**src/rtl/nmd_pkg.sv**
```systemverilog
`default_nettype none

package nmd_pkg;

   // default counter limits
   localparam int FIELD_INDEX_MAX_DEF = 31;
   localparam int POSITION_MAX_DEF    = 127;

   // result field widths
   localparam int FIELD_NUMBER_W  = 5;
   localparam int CHAR_POSITION_W = 7;
   localparam int RSP_DATA_W      = 40;

   // framing characters
   localparam logic [7:0] CHAR_DOLLAR = 8'h24;
   localparam logic [7:0] CHAR_STAR   = 8'h2A;
   localparam logic [7:0] CHAR_COMMA  = 8'h2C;
   localparam logic [7:0] CHAR_CR     = 8'h0D;
   localparam logic [7:0] CHAR_LF     = 8'h0A;

   typedef enum logic [1:0] {
      PHASE_IDLE = 2'd0,
      PHASE_BODY = 2'd1,
      PHASE_HEX1 = 2'd2,
      PHASE_HEX2 = 2'd3
   } phase_type;

   typedef enum logic [1:0] {
      STATUS_OK       = 2'd0,
      STATUS_MISMATCH = 2'd1,
      STATUS_SHORT    = 2'd2,
      STATUS_BAD_HEX  = 2'd3
   } status_type;

   typedef enum logic {
      KIND_PAYLOAD = 1'b0,
      KIND_END     = 1'b1
   } kind_type;

   typedef struct packed {
      kind_type                     kind;
      logic [7:0]                   char_out;
      logic [FIELD_NUMBER_W-1:0]    field_number;
      logic [CHAR_POSITION_W-1:0]   char_position;
      status_type                   status;
      logic [7:0]                   computed_sum;
      logic [7:0]                   received_sum;
   } result_type;

   typedef struct packed {
      logic       valid;
      logic [3:0] nibble;
   } hex_type;

   // ascii hex digit decode, either case
   function automatic hex_type hex_decode(input logic [7:0] c);
      hex_type h;
      h.valid  = 1'b1;
      h.nibble = 4'd0;
      if (c inside {[8'h30:8'h39]}) begin
         h.nibble = c[3:0];
      end else if (c inside {[8'h41:8'h46], [8'h61:8'h66]}) begin
         h.nibble = c[3:0] + 4'd9;
      end else begin
         h.valid = 1'b0;
      end
      return h;
   endfunction

endpackage

`default_nettype wire

```
**src/rtl/nmea_sentence_deframer_top.sv**
```systemverilog
// each byte is held in the input register and decoded, and its result, if any, is registered in the result register
// throughput: one byte per cycle; input register, decode logic and result register
// run back to back, stalled only by the result register when it is full and not taken
// reset: synchronous, active high; returns to idle waiting for a dollar and empties
// both registers
`default_nettype none

module nmea_sentence_deframer_top #(
   parameter int FIELD_INDEX_MAX = nmd_pkg::FIELD_INDEX_MAX_DEF,
   parameter int POSITION_MAX    = nmd_pkg::POSITION_MAX_DEF
) (
   input  wire logic       clock,
   input  wire logic       reset,
   input  wire logic       req_tvalid,
   output logic            req_tready,
   input  wire logic [7:0] req_tdata,   // [7:0] in_byte
   output logic            rsp_tvalid,
   input  wire logic       rsp_tready,
   // [7:0] char_out, [12:8] field_number, [19:13] char_position, [21:20] status,
   // [29:22] computed_sum, [37:30] received_sum, [39:38] zero
   output logic [nmd_pkg::RSP_DATA_W-1:0] rsp_tdata,
   output logic            rsp_tuser    // [0] kind
);

   logic                byte_valid;
   logic [7:0]          byte_data;
   logic                out_ready;
   logic                advance;
   logic                res_valid;
   nmd_pkg::result_type res;

   // byte moves into the parser when the result side has room
   assign advance = byte_valid && out_ready;

   nmd_in_reg u_in_reg (
      .clock      (clock),
      .reset      (reset),
      .req_tvalid (req_tvalid),
      .req_tready (req_tready),
      .req_tdata  (req_tdata),
      .advance    (advance),
      .byte_valid (byte_valid),
      .byte_data  (byte_data)
   );

   nmd_parser #(
      .FIELD_INDEX_MAX (FIELD_INDEX_MAX),
      .POSITION_MAX    (POSITION_MAX)
   ) u_parser (
      .clock     (clock),
      .reset     (reset),
      .step      (advance),
      .in_byte   (byte_data),
      .res_valid (res_valid),
      .res       (res)
   );

   nmd_out_reg u_out_reg (
      .clock      (clock),
      .reset      (reset),
      .advance    (advance),
      .res_valid  (res_valid),
      .res        (res),
      .out_ready  (out_ready),
      .rsp_tvalid (rsp_tvalid),
      .rsp_tready (rsp_tready),
      .rsp_tdata  (rsp_tdata),
      .rsp_tuser  (rsp_tuser)
   );

endmodule

`default_nettype wire

```
**src/rtl/nmd_in_reg.sv**
```systemverilog
`default_nettype none

module nmd_in_reg (
   input  wire logic       clock,
   input  wire logic       reset,
   input  wire logic       req_tvalid,
   output logic            req_tready,
   input  wire logic [7:0] req_tdata,
   input  wire logic       advance,
   output logic            byte_valid,
   output logic [7:0]      byte_data
);

   logic       valid_ff, valid_in;
   logic [7:0] data_ff;
   logic       take;

   // slot frees when its byte moves on
   assign req_tready = !valid_ff || advance;
   assign take       = req_tvalid && req_tready;

   always_comb begin
      valid_in = valid_ff;
      if (take) begin
         valid_in = 1'b1;
      end else if (advance) begin
         valid_in = 1'b0;
      end
   end

   always_ff @(posedge clock) begin
      if (reset) begin
         valid_ff <= 1'b0;
      end else begin
         valid_ff <= valid_in;
      end
   end

   // byte holding register
   always_ff @(posedge clock) begin
      if (take) begin
         data_ff <= req_tdata;
      end
   end

   assign byte_valid = valid_ff;
   assign byte_data  = data_ff;

endmodule

`default_nettype wire

```
**src/rtl/nmd_parser.sv**
```systemverilog
`default_nettype none

module nmd_parser #(
   parameter int FIELD_INDEX_MAX = nmd_pkg::FIELD_INDEX_MAX_DEF,
   parameter int POSITION_MAX    = nmd_pkg::POSITION_MAX_DEF
) (
   input  wire logic          clock,
   input  wire logic          reset,
   input  wire logic          step,
   input  wire logic [7:0]    in_byte,
   output logic               res_valid,
   output nmd_pkg::result_type res
);

   localparam int FW = $clog2(FIELD_INDEX_MAX + 1);
   localparam int PW = $clog2(POSITION_MAX + 1);
   localparam int FNW = nmd_pkg::FIELD_NUMBER_W;
   localparam int CPW = nmd_pkg::CHAR_POSITION_W;

   nmd_pkg::phase_type phase_ff, phase_in;
   logic [7:0]         xor_ff, xor_in;
   logic [3:0]         nibble_ff, nibble_in;
   logic [FW-1:0]      field_ff, field_in;
   logic [PW-1:0]      pos_ff, pos_in;

   logic               is_dollar, is_star, is_comma, line_end;
   nmd_pkg::hex_type   hex;
   logic [7:0]         rsum;

   assign is_dollar = (in_byte == nmd_pkg::CHAR_DOLLAR);
   assign is_star   = (in_byte == nmd_pkg::CHAR_STAR);
   assign is_comma  = (in_byte == nmd_pkg::CHAR_COMMA);
   assign line_end  = (in_byte == nmd_pkg::CHAR_CR) || (in_byte == nmd_pkg::CHAR_LF);
   assign hex       = nmd_pkg::hex_decode(in_byte);
   assign rsum      = {nibble_ff, hex.nibble};

   // next phase
   always_comb begin
      phase_in = phase_ff;
      if (step) begin
         if (is_dollar) begin
            phase_in = nmd_pkg::PHASE_BODY;
         end else begin
            case (phase_ff)
               nmd_pkg::PHASE_IDLE: phase_in = nmd_pkg::PHASE_IDLE;
               nmd_pkg::PHASE_BODY: begin
                  if (is_star) begin
                     phase_in = nmd_pkg::PHASE_HEX1;
                  end else if (line_end) begin
                     phase_in = nmd_pkg::PHASE_IDLE;
                  end
               end
               nmd_pkg::PHASE_HEX1: begin
                  if (line_end || !hex.valid) begin
                     phase_in = nmd_pkg::PHASE_IDLE;
                  end else begin
                     phase_in = nmd_pkg::PHASE_HEX2;
                  end
               end
               nmd_pkg::PHASE_HEX2: phase_in = nmd_pkg::PHASE_IDLE;
               default:             phase_in = nmd_pkg::PHASE_IDLE;
            endcase
         end
      end
   end

   // datapath updates and result
   always_comb begin
      xor_in    = xor_ff;
      nibble_in = nibble_ff;
      field_in  = field_ff;
      pos_in    = pos_ff;
      res_valid = 1'b0;

      res.kind          = nmd_pkg::KIND_END;
      res.char_out      = 8'd0;
      res.field_number  = FNW'(field_ff);
      res.char_position = CPW'(pos_ff);
      res.status        = nmd_pkg::STATUS_OK;
      res.computed_sum  = xor_ff;
      res.received_sum  = 8'd0;

      if (step) begin
         if (is_dollar) begin
            xor_in    = 8'd0;
            nibble_in = 4'd0;
            field_in  = '0;
            pos_in    = '0;
         end else begin
            case (phase_ff)
               nmd_pkg::PHASE_IDLE: ;
               nmd_pkg::PHASE_BODY: begin
                  if (line_end) begin
                     res_valid  = 1'b1;
                     res.status = nmd_pkg::STATUS_SHORT;
                  end else if (!is_star) begin
                     xor_in = xor_ff ^ in_byte;
                     if (is_comma) begin
                        if (field_ff < FW'(FIELD_INDEX_MAX)) begin
                           field_in = field_ff + 1'b1;
                        end
                        pos_in = '0;
                     end else begin
                        res_valid        = 1'b1;
                        res.kind         = nmd_pkg::KIND_PAYLOAD;
                        res.char_out     = in_byte;
                        res.computed_sum = 8'd0;
                        if (pos_ff < PW'(POSITION_MAX)) begin
                           pos_in = pos_ff + 1'b1;
                        end
                     end
                  end
               end
               nmd_pkg::PHASE_HEX1: begin
                  if (line_end) begin
                     res_valid  = 1'b1;
                     res.status = nmd_pkg::STATUS_SHORT;
                  end else if (!hex.valid) begin
                     res_valid  = 1'b1;
                     res.status = nmd_pkg::STATUS_BAD_HEX;
                  end else begin
                     nibble_in = hex.nibble;
                  end
               end
               nmd_pkg::PHASE_HEX2: begin
                  res_valid = 1'b1;
                  if (line_end) begin
                     res.status = nmd_pkg::STATUS_SHORT;
                  end else if (!hex.valid) begin
                     res.status = nmd_pkg::STATUS_BAD_HEX;
                  end else begin
                     res.received_sum = rsum;
                     res.status = (rsum == xor_ff) ? nmd_pkg::STATUS_OK
                                                   : nmd_pkg::STATUS_MISMATCH;
                  end
               end
               default: ;
            endcase
         end
      end
   end

   always_ff @(posedge clock) begin
      if (reset) begin
         phase_ff  <= nmd_pkg::PHASE_IDLE;
         xor_ff    <= 8'd0;
         nibble_ff <= 4'd0;
         field_ff  <= '0;
         pos_ff    <= '0;
      end else begin
         phase_ff  <= phase_in;
         xor_ff    <= xor_in;
         nibble_ff <= nibble_in;
         field_ff  <= field_in;
         pos_ff    <= pos_in;
      end
   end

   // a dollar always opens a clean sentence
   assert property (@(posedge clock) disable iff (reset)
      step && is_dollar |=> phase_ff == nmd_pkg::PHASE_BODY && xor_ff == 8'd0
         && field_ff == '0 && pos_ff == '0)
      else $error("sentence start did not clear state");

   // second hex digit always closes the sentence with a result
   assert property (@(posedge clock) disable iff (reset)
      step && !is_dollar && phase_ff == nmd_pkg::PHASE_HEX2
         |-> res_valid ##1 phase_ff == nmd_pkg::PHASE_IDLE)
      else $error("checksum tail did not end the sentence");

   // counters never pass their limits
   assert property (@(posedge clock) disable iff (reset)
      field_ff <= FW'(FIELD_INDEX_MAX) && pos_ff <= PW'(POSITION_MAX))
      else $error("counter beyond its limit");

   // an idle block only wakes on a dollar
   assert property (@(posedge clock) disable iff (reset)
      phase_ff == nmd_pkg::PHASE_IDLE && !(step && is_dollar)
         |=> phase_ff == nmd_pkg::PHASE_IDLE)
      else $error("left idle without a dollar");

endmodule

`default_nettype wire

```
**src/rtl/nmd_out_reg.sv**
```systemverilog
`default_nettype none

module nmd_out_reg (
   input  wire logic               clock,
   input  wire logic               reset,
   input  wire logic               advance,
   input  wire logic               res_valid,
   input  wire nmd_pkg::result_type res,
   output logic                    out_ready,
   output logic                    rsp_tvalid,
   input  wire logic               rsp_tready,
   output logic [nmd_pkg::RSP_DATA_W-1:0] rsp_tdata,
   output logic                    rsp_tuser
);

   logic                valid_ff, valid_in;
   nmd_pkg::result_type res_ff;
   logic                load;

   // free when empty or being drained this cycle
   assign out_ready = !valid_ff || rsp_tready;
   assign load      = advance && res_valid;

   always_comb begin
      valid_in = valid_ff && !rsp_tready;
      if (advance) begin
         valid_in = res_valid;
      end
   end

   always_ff @(posedge clock) begin
      if (reset) begin
         valid_ff <= 1'b0;
      end else begin
         valid_ff <= valid_in;
      end
   end

   // result payload
   always_ff @(posedge clock) begin
      if (load) begin
         res_ff <= res;
      end
   end

   assign rsp_tvalid = valid_ff;
   assign rsp_tuser  = res_ff.kind;
   assign rsp_tdata  = {2'b00, res_ff.received_sum, res_ff.computed_sum, res_ff.status,
                        res_ff.char_position, res_ff.field_number, res_ff.char_out};

endmodule

`default_nettype wire

```
**config.mk**
```make
export PLATFORM = sky130hd
export DESIGN_NAME = nmea_sentence_deframer_top
export DESIGN_NICKNAME = d
export VERILOG_FILES = /design/src/rtl/nmd_pkg.sv /design/src/rtl/nmea_sentence_deframer_top.sv /design/src/rtl/nmd_in_reg.sv /design/src/rtl/nmd_parser.sv /design/src/rtl/nmd_out_reg.sv
export SDC_FILE = /design/constraint.sdc
export NUM_CORES = 1
export LEC_CHECK = 0
export BUFFER_PORTS_ARGS = -buffer_cell sky130_fd_sc_hd__buf_2
export CAP_MARGIN = 20
export CORE_MARGIN = 2
export CORE_UTILIZATION = 30
export CTS_BUF_LIST = sky130_fd_sc_hd__clkbuf_4
export DETAILED_ROUTE_END_ITERATION = 6
export PLACE_DENSITY_LB_ADDON = 0.15
export RECOVER_POWER = 100
export SLEW_MARGIN = 20
export SYNTH_ARGS = -nofsm -noshare
export SYNTH_HDL_FRONTEND = slang
export SYNTH_SLANG_ARGS = --single-unit
```
**constraint.sdc**
```tcl
create_clock -name clock -period 10.3 [get_ports clock]
set_clock_uncertainty 0.15 [all_clocks]
set_input_delay 1.03 -clock clock [delete_from_list [all_inputs] [get_ports clock]]
set_output_delay 1.03 -clock clock [all_outputs]
set_load 0.01 [all_outputs]
```
==> results.tsv <==
metric	value	unit
status	finished, violations left	
violations	max-capacitance violations, max-slew violations	
numCtsBuffers	9	
first_global_vias	2306	
r2r_slack	5.84	ns
ff2ff_path_depth	8	
cts.path.max_buffers	2	
fp.dieH	112.6	um
n_antenna_cell	0	
clock_latency	0.42	ns
fin_area	3969	um2
synthAdderAreaFrac	3.887	%
crit_arrival	4.34	ns
ys.flop_type	edfxtp_1	
fmax	224.1	MHz
start_util	30.88	%
synth-edff-count	47	
netlist_area	3541	um2
die-width	112.6	um
p_leak	0.001364	uW
regArea	1972	um2
dp_hpwl	5.821	mm
drt_iter0_drc	195	
synth_area_leader_cell	edfxtp_1	
grt_setup_unrepaired	false	
synthXorXnorAreaFrac	2.473	%
grtUsageTotal	13.12	%
synthSimpleGateAreaFrac	18.94	%
dr_total_vias	2546	
hold_end	u_parser.xor_ff[4]$_SDFFE_PP0P_	
relSlewSlack	-0.04602	%
min-delay-start	u_parser.xor_ff[4]$_SDFFE_PP0P_	
io_pins	55	
core_area	11470	um2
setup_slack	5.837	ns
synth_top_family_by_area	simple AND/OR/NAND/NOR gates	
tightest_slew	1.501	ns
critPathSlowestCell	clkbuf_1	
die_area	12690	um2
worstSetupEndpointType	register	
wl_per_cell	16.12	um
crit_type	register to register	
async_flop_share	0	%
hp-class	register to register	
antenna_found_initial	0	
final-setup-viol-count	0	
critical_path_buf_inv_count	2	
multiInputGateArea	1393	um2
avgSynthCellArea	11.69	um2
yosysWarningCount	0	
fillers	1160	
fin_nets	378	
cp-startpoint	u_in_reg.byte_data[0]$_DFFE_PP_	
critPathRequiredTime	10.18	ns
synth.distinct_cells	62	
dp_worst_setup_slack	6.799	ns
cts_hold_buf	0	
tns	0	ns
cts_root_buf	clkbuf_4	
yosysSeqAreaShare	55.69	%
synth_area_leaders	edfxtp_1 40%, dfxtp_1 16%, ha_1 3.9%, o31ai_1 2.5%, a21oi_1 2.1%	
syn_inst	303	
period_share	43.33	%
area_delta_synth_final	12.08	%
port_buffers	52	
startpoint_type	register	
antenna_left	0	
postCtsSetupBuffers	0	
pwr_density_cell	138.5	nW/um2
grt_pass1_wl	12.89	mm
wl	8.094	mm
hold_viol_final	0	
placed_cell_area	3904	um2
fin_crit	4.463	ns
peakVddDrop	0.00008552	V
synth-compound-area-share	13.50	%
h-tree-depth	3	
gr-total-overflow	0	
r2r_end	u_out_reg.rsp_tdata[14]$_DFFE_PP_	
drc	0	
ys_ff_latch	75	
cts.repair.resized	0	
rows	39	
cts_tree	done	
globalplace.congestion	0.8706	
drt_first_pass_iters	4	
timing.final.max_slew_violations	28	
cp_max_fo	28	
drv_cap	1	
hold_depth	2	
muxShareOfSynthArea	1.131	%
path_cells	inv_1 > ha_1 > o21bai_1 > a21oi_1 > o21ai_0 > a31oi_1 > nor2_1 > clkbuf_1	
finish.utilization	34.61	%
critPathMaxStageDelay	1.15	ns
clkTransAtPathRegs	0.12	ns
reg2reg_from	u_in_reg.byte_data[0]$_DFFE_PP_	
synth_top_cell_area_share	39.86	%
layout-drive-gt1-share	9.471	%
via_per_inst	5.072	
path_delay_family	buffers and inverters	
grt_start_max_net_pins	40	
cts.sinks	75	
worst max-delay path by stage:
stage,to,cells past startpoint
2_1_floorplan,u_out_reg.rsp_tdata[0]$_SDFFCE_PP0P_,5
3_3_place_gp,u_out_reg.rsp_tdata[22]$_DFFE_PP_,6
3_5_place_dp,u_out_reg.rsp_tdata[27]$_DFFE_PP_,6
4_1_cts,u_out_reg.rsp_tdata[0]$_SDFFCE_PP0P_,7
5_1_grt,u_out_reg.rsp_tdata[16]$_DFFE_PP_,8
6_report,u_out_reg.rsp_tdata[14]$_DFFE_PP_,8
stage by stage:
step / hold slack (ns) / instances / total power, uW
after floorplan: 0.3033 / 304 / 354.3
after global placement: 0.3281 / 486 / 363.3
after detailed placement: 0.3348 / 486 / 363.6
after CTS: 0.3594 / 501 / 559.4
after global routing: 0.3789 / 502 / 573.6
final: 0.3576 / 502 / 549.5
per-layer routing:
metal	routed length, um	vias up	global-route usage (%)	part of all wire, %
li1	-	1253	-	-
met1	3970	1201	19.07	49
met2	3477	78	18.52	43
met3	467	14	3.402	5.8
met4	179	0	5.285	2.2
met5	0	-	0	0
synth_stat cells, types with 3 or more instances:
cell      instances
nand4_1           4
o31ai_1          12
and3_1            8
mux2i_1           4
clkbuf_1          3
nor2_1           17
or4_1            10
o32ai_1           5
buf_2             4
xor2_1            8
a21oi_1          15
and2b_1           3
nor4_1            9
nand2b_1          5
a31oi_1           6
nand3_1           4
buf_6             3
or4b_1            3
dfxtp_1          28
buf_4             4
inv_1            15
nor2b_1           8
ha_1             11
nor3_1            4
nand2_1          18
o21ai_0           3
edfxtp_1         47
state kept, by name, summed over array words and instances (netlist names):
signal	flops
u_in_reg.byte_data	8
u_out_reg.rsp_tvalid	1
u_out_reg.rsp_tuser	1
u_out_reg.rsp_tdata	38
u_in_reg.byte_valid	1
u_parser.phase_ff	2
u_parser.xor_ff	8
u_parser.field_ff	5
u_parser.nibble_ff	4
u_parser.pos_ff	7
placed cells by master, fill, tap and decap left out, types with 8 or more instances in the layout:
master,n
edfxtp_1,47
clkbuf_1,42
dfxtp_1,28
nand2_1,19
nor2_1,17
inv_1,15
a21oi_1,15
o31ai_1,12
ha_1,11
buf_2,11
or4_1,10
and3_1,9
nor4_1,9
clkbuf_4,9
nor2b_1,8
xor2_1,8
cells by family after synthesis:
kind of cell,after synthesis
and+or+nand+nor,109
DFF,75
AOI/OAI and AO/OA,64
buffers and inverters,29
adders and majority gates,11
xor gates and xnor gates,10
muxes,4
other,1
worst reg2reg max path, stage by stage, from the launching register on:
cell,delay (ns)
edfxtp_1,0.43
inv_1,0.17
ha_1,0.25
o21bai_1,0.19
a21oi_1,0.19
o21ai_0,0.55
a31oi_1,0.20
nor2_1,0.76
clkbuf_1,1.16
power breakdown:
group	internal [uW]	total, uW	switching, uW
Combinational	9.87	31.6	21.7
Sequential	320	325	4.55
Clock	95.6	193	97.8
final cells by class:
cell class	count	area share (%)
multi-input combinational	200	35.09
tap	143	4.508
sequential	75	49.68
inverter	15	1.419
clock inverter	6	2.049
timing repair buffer	54	5.549
clock buffer	9	1.702
No activity file was read; power rests on OpenSTA's default activity.
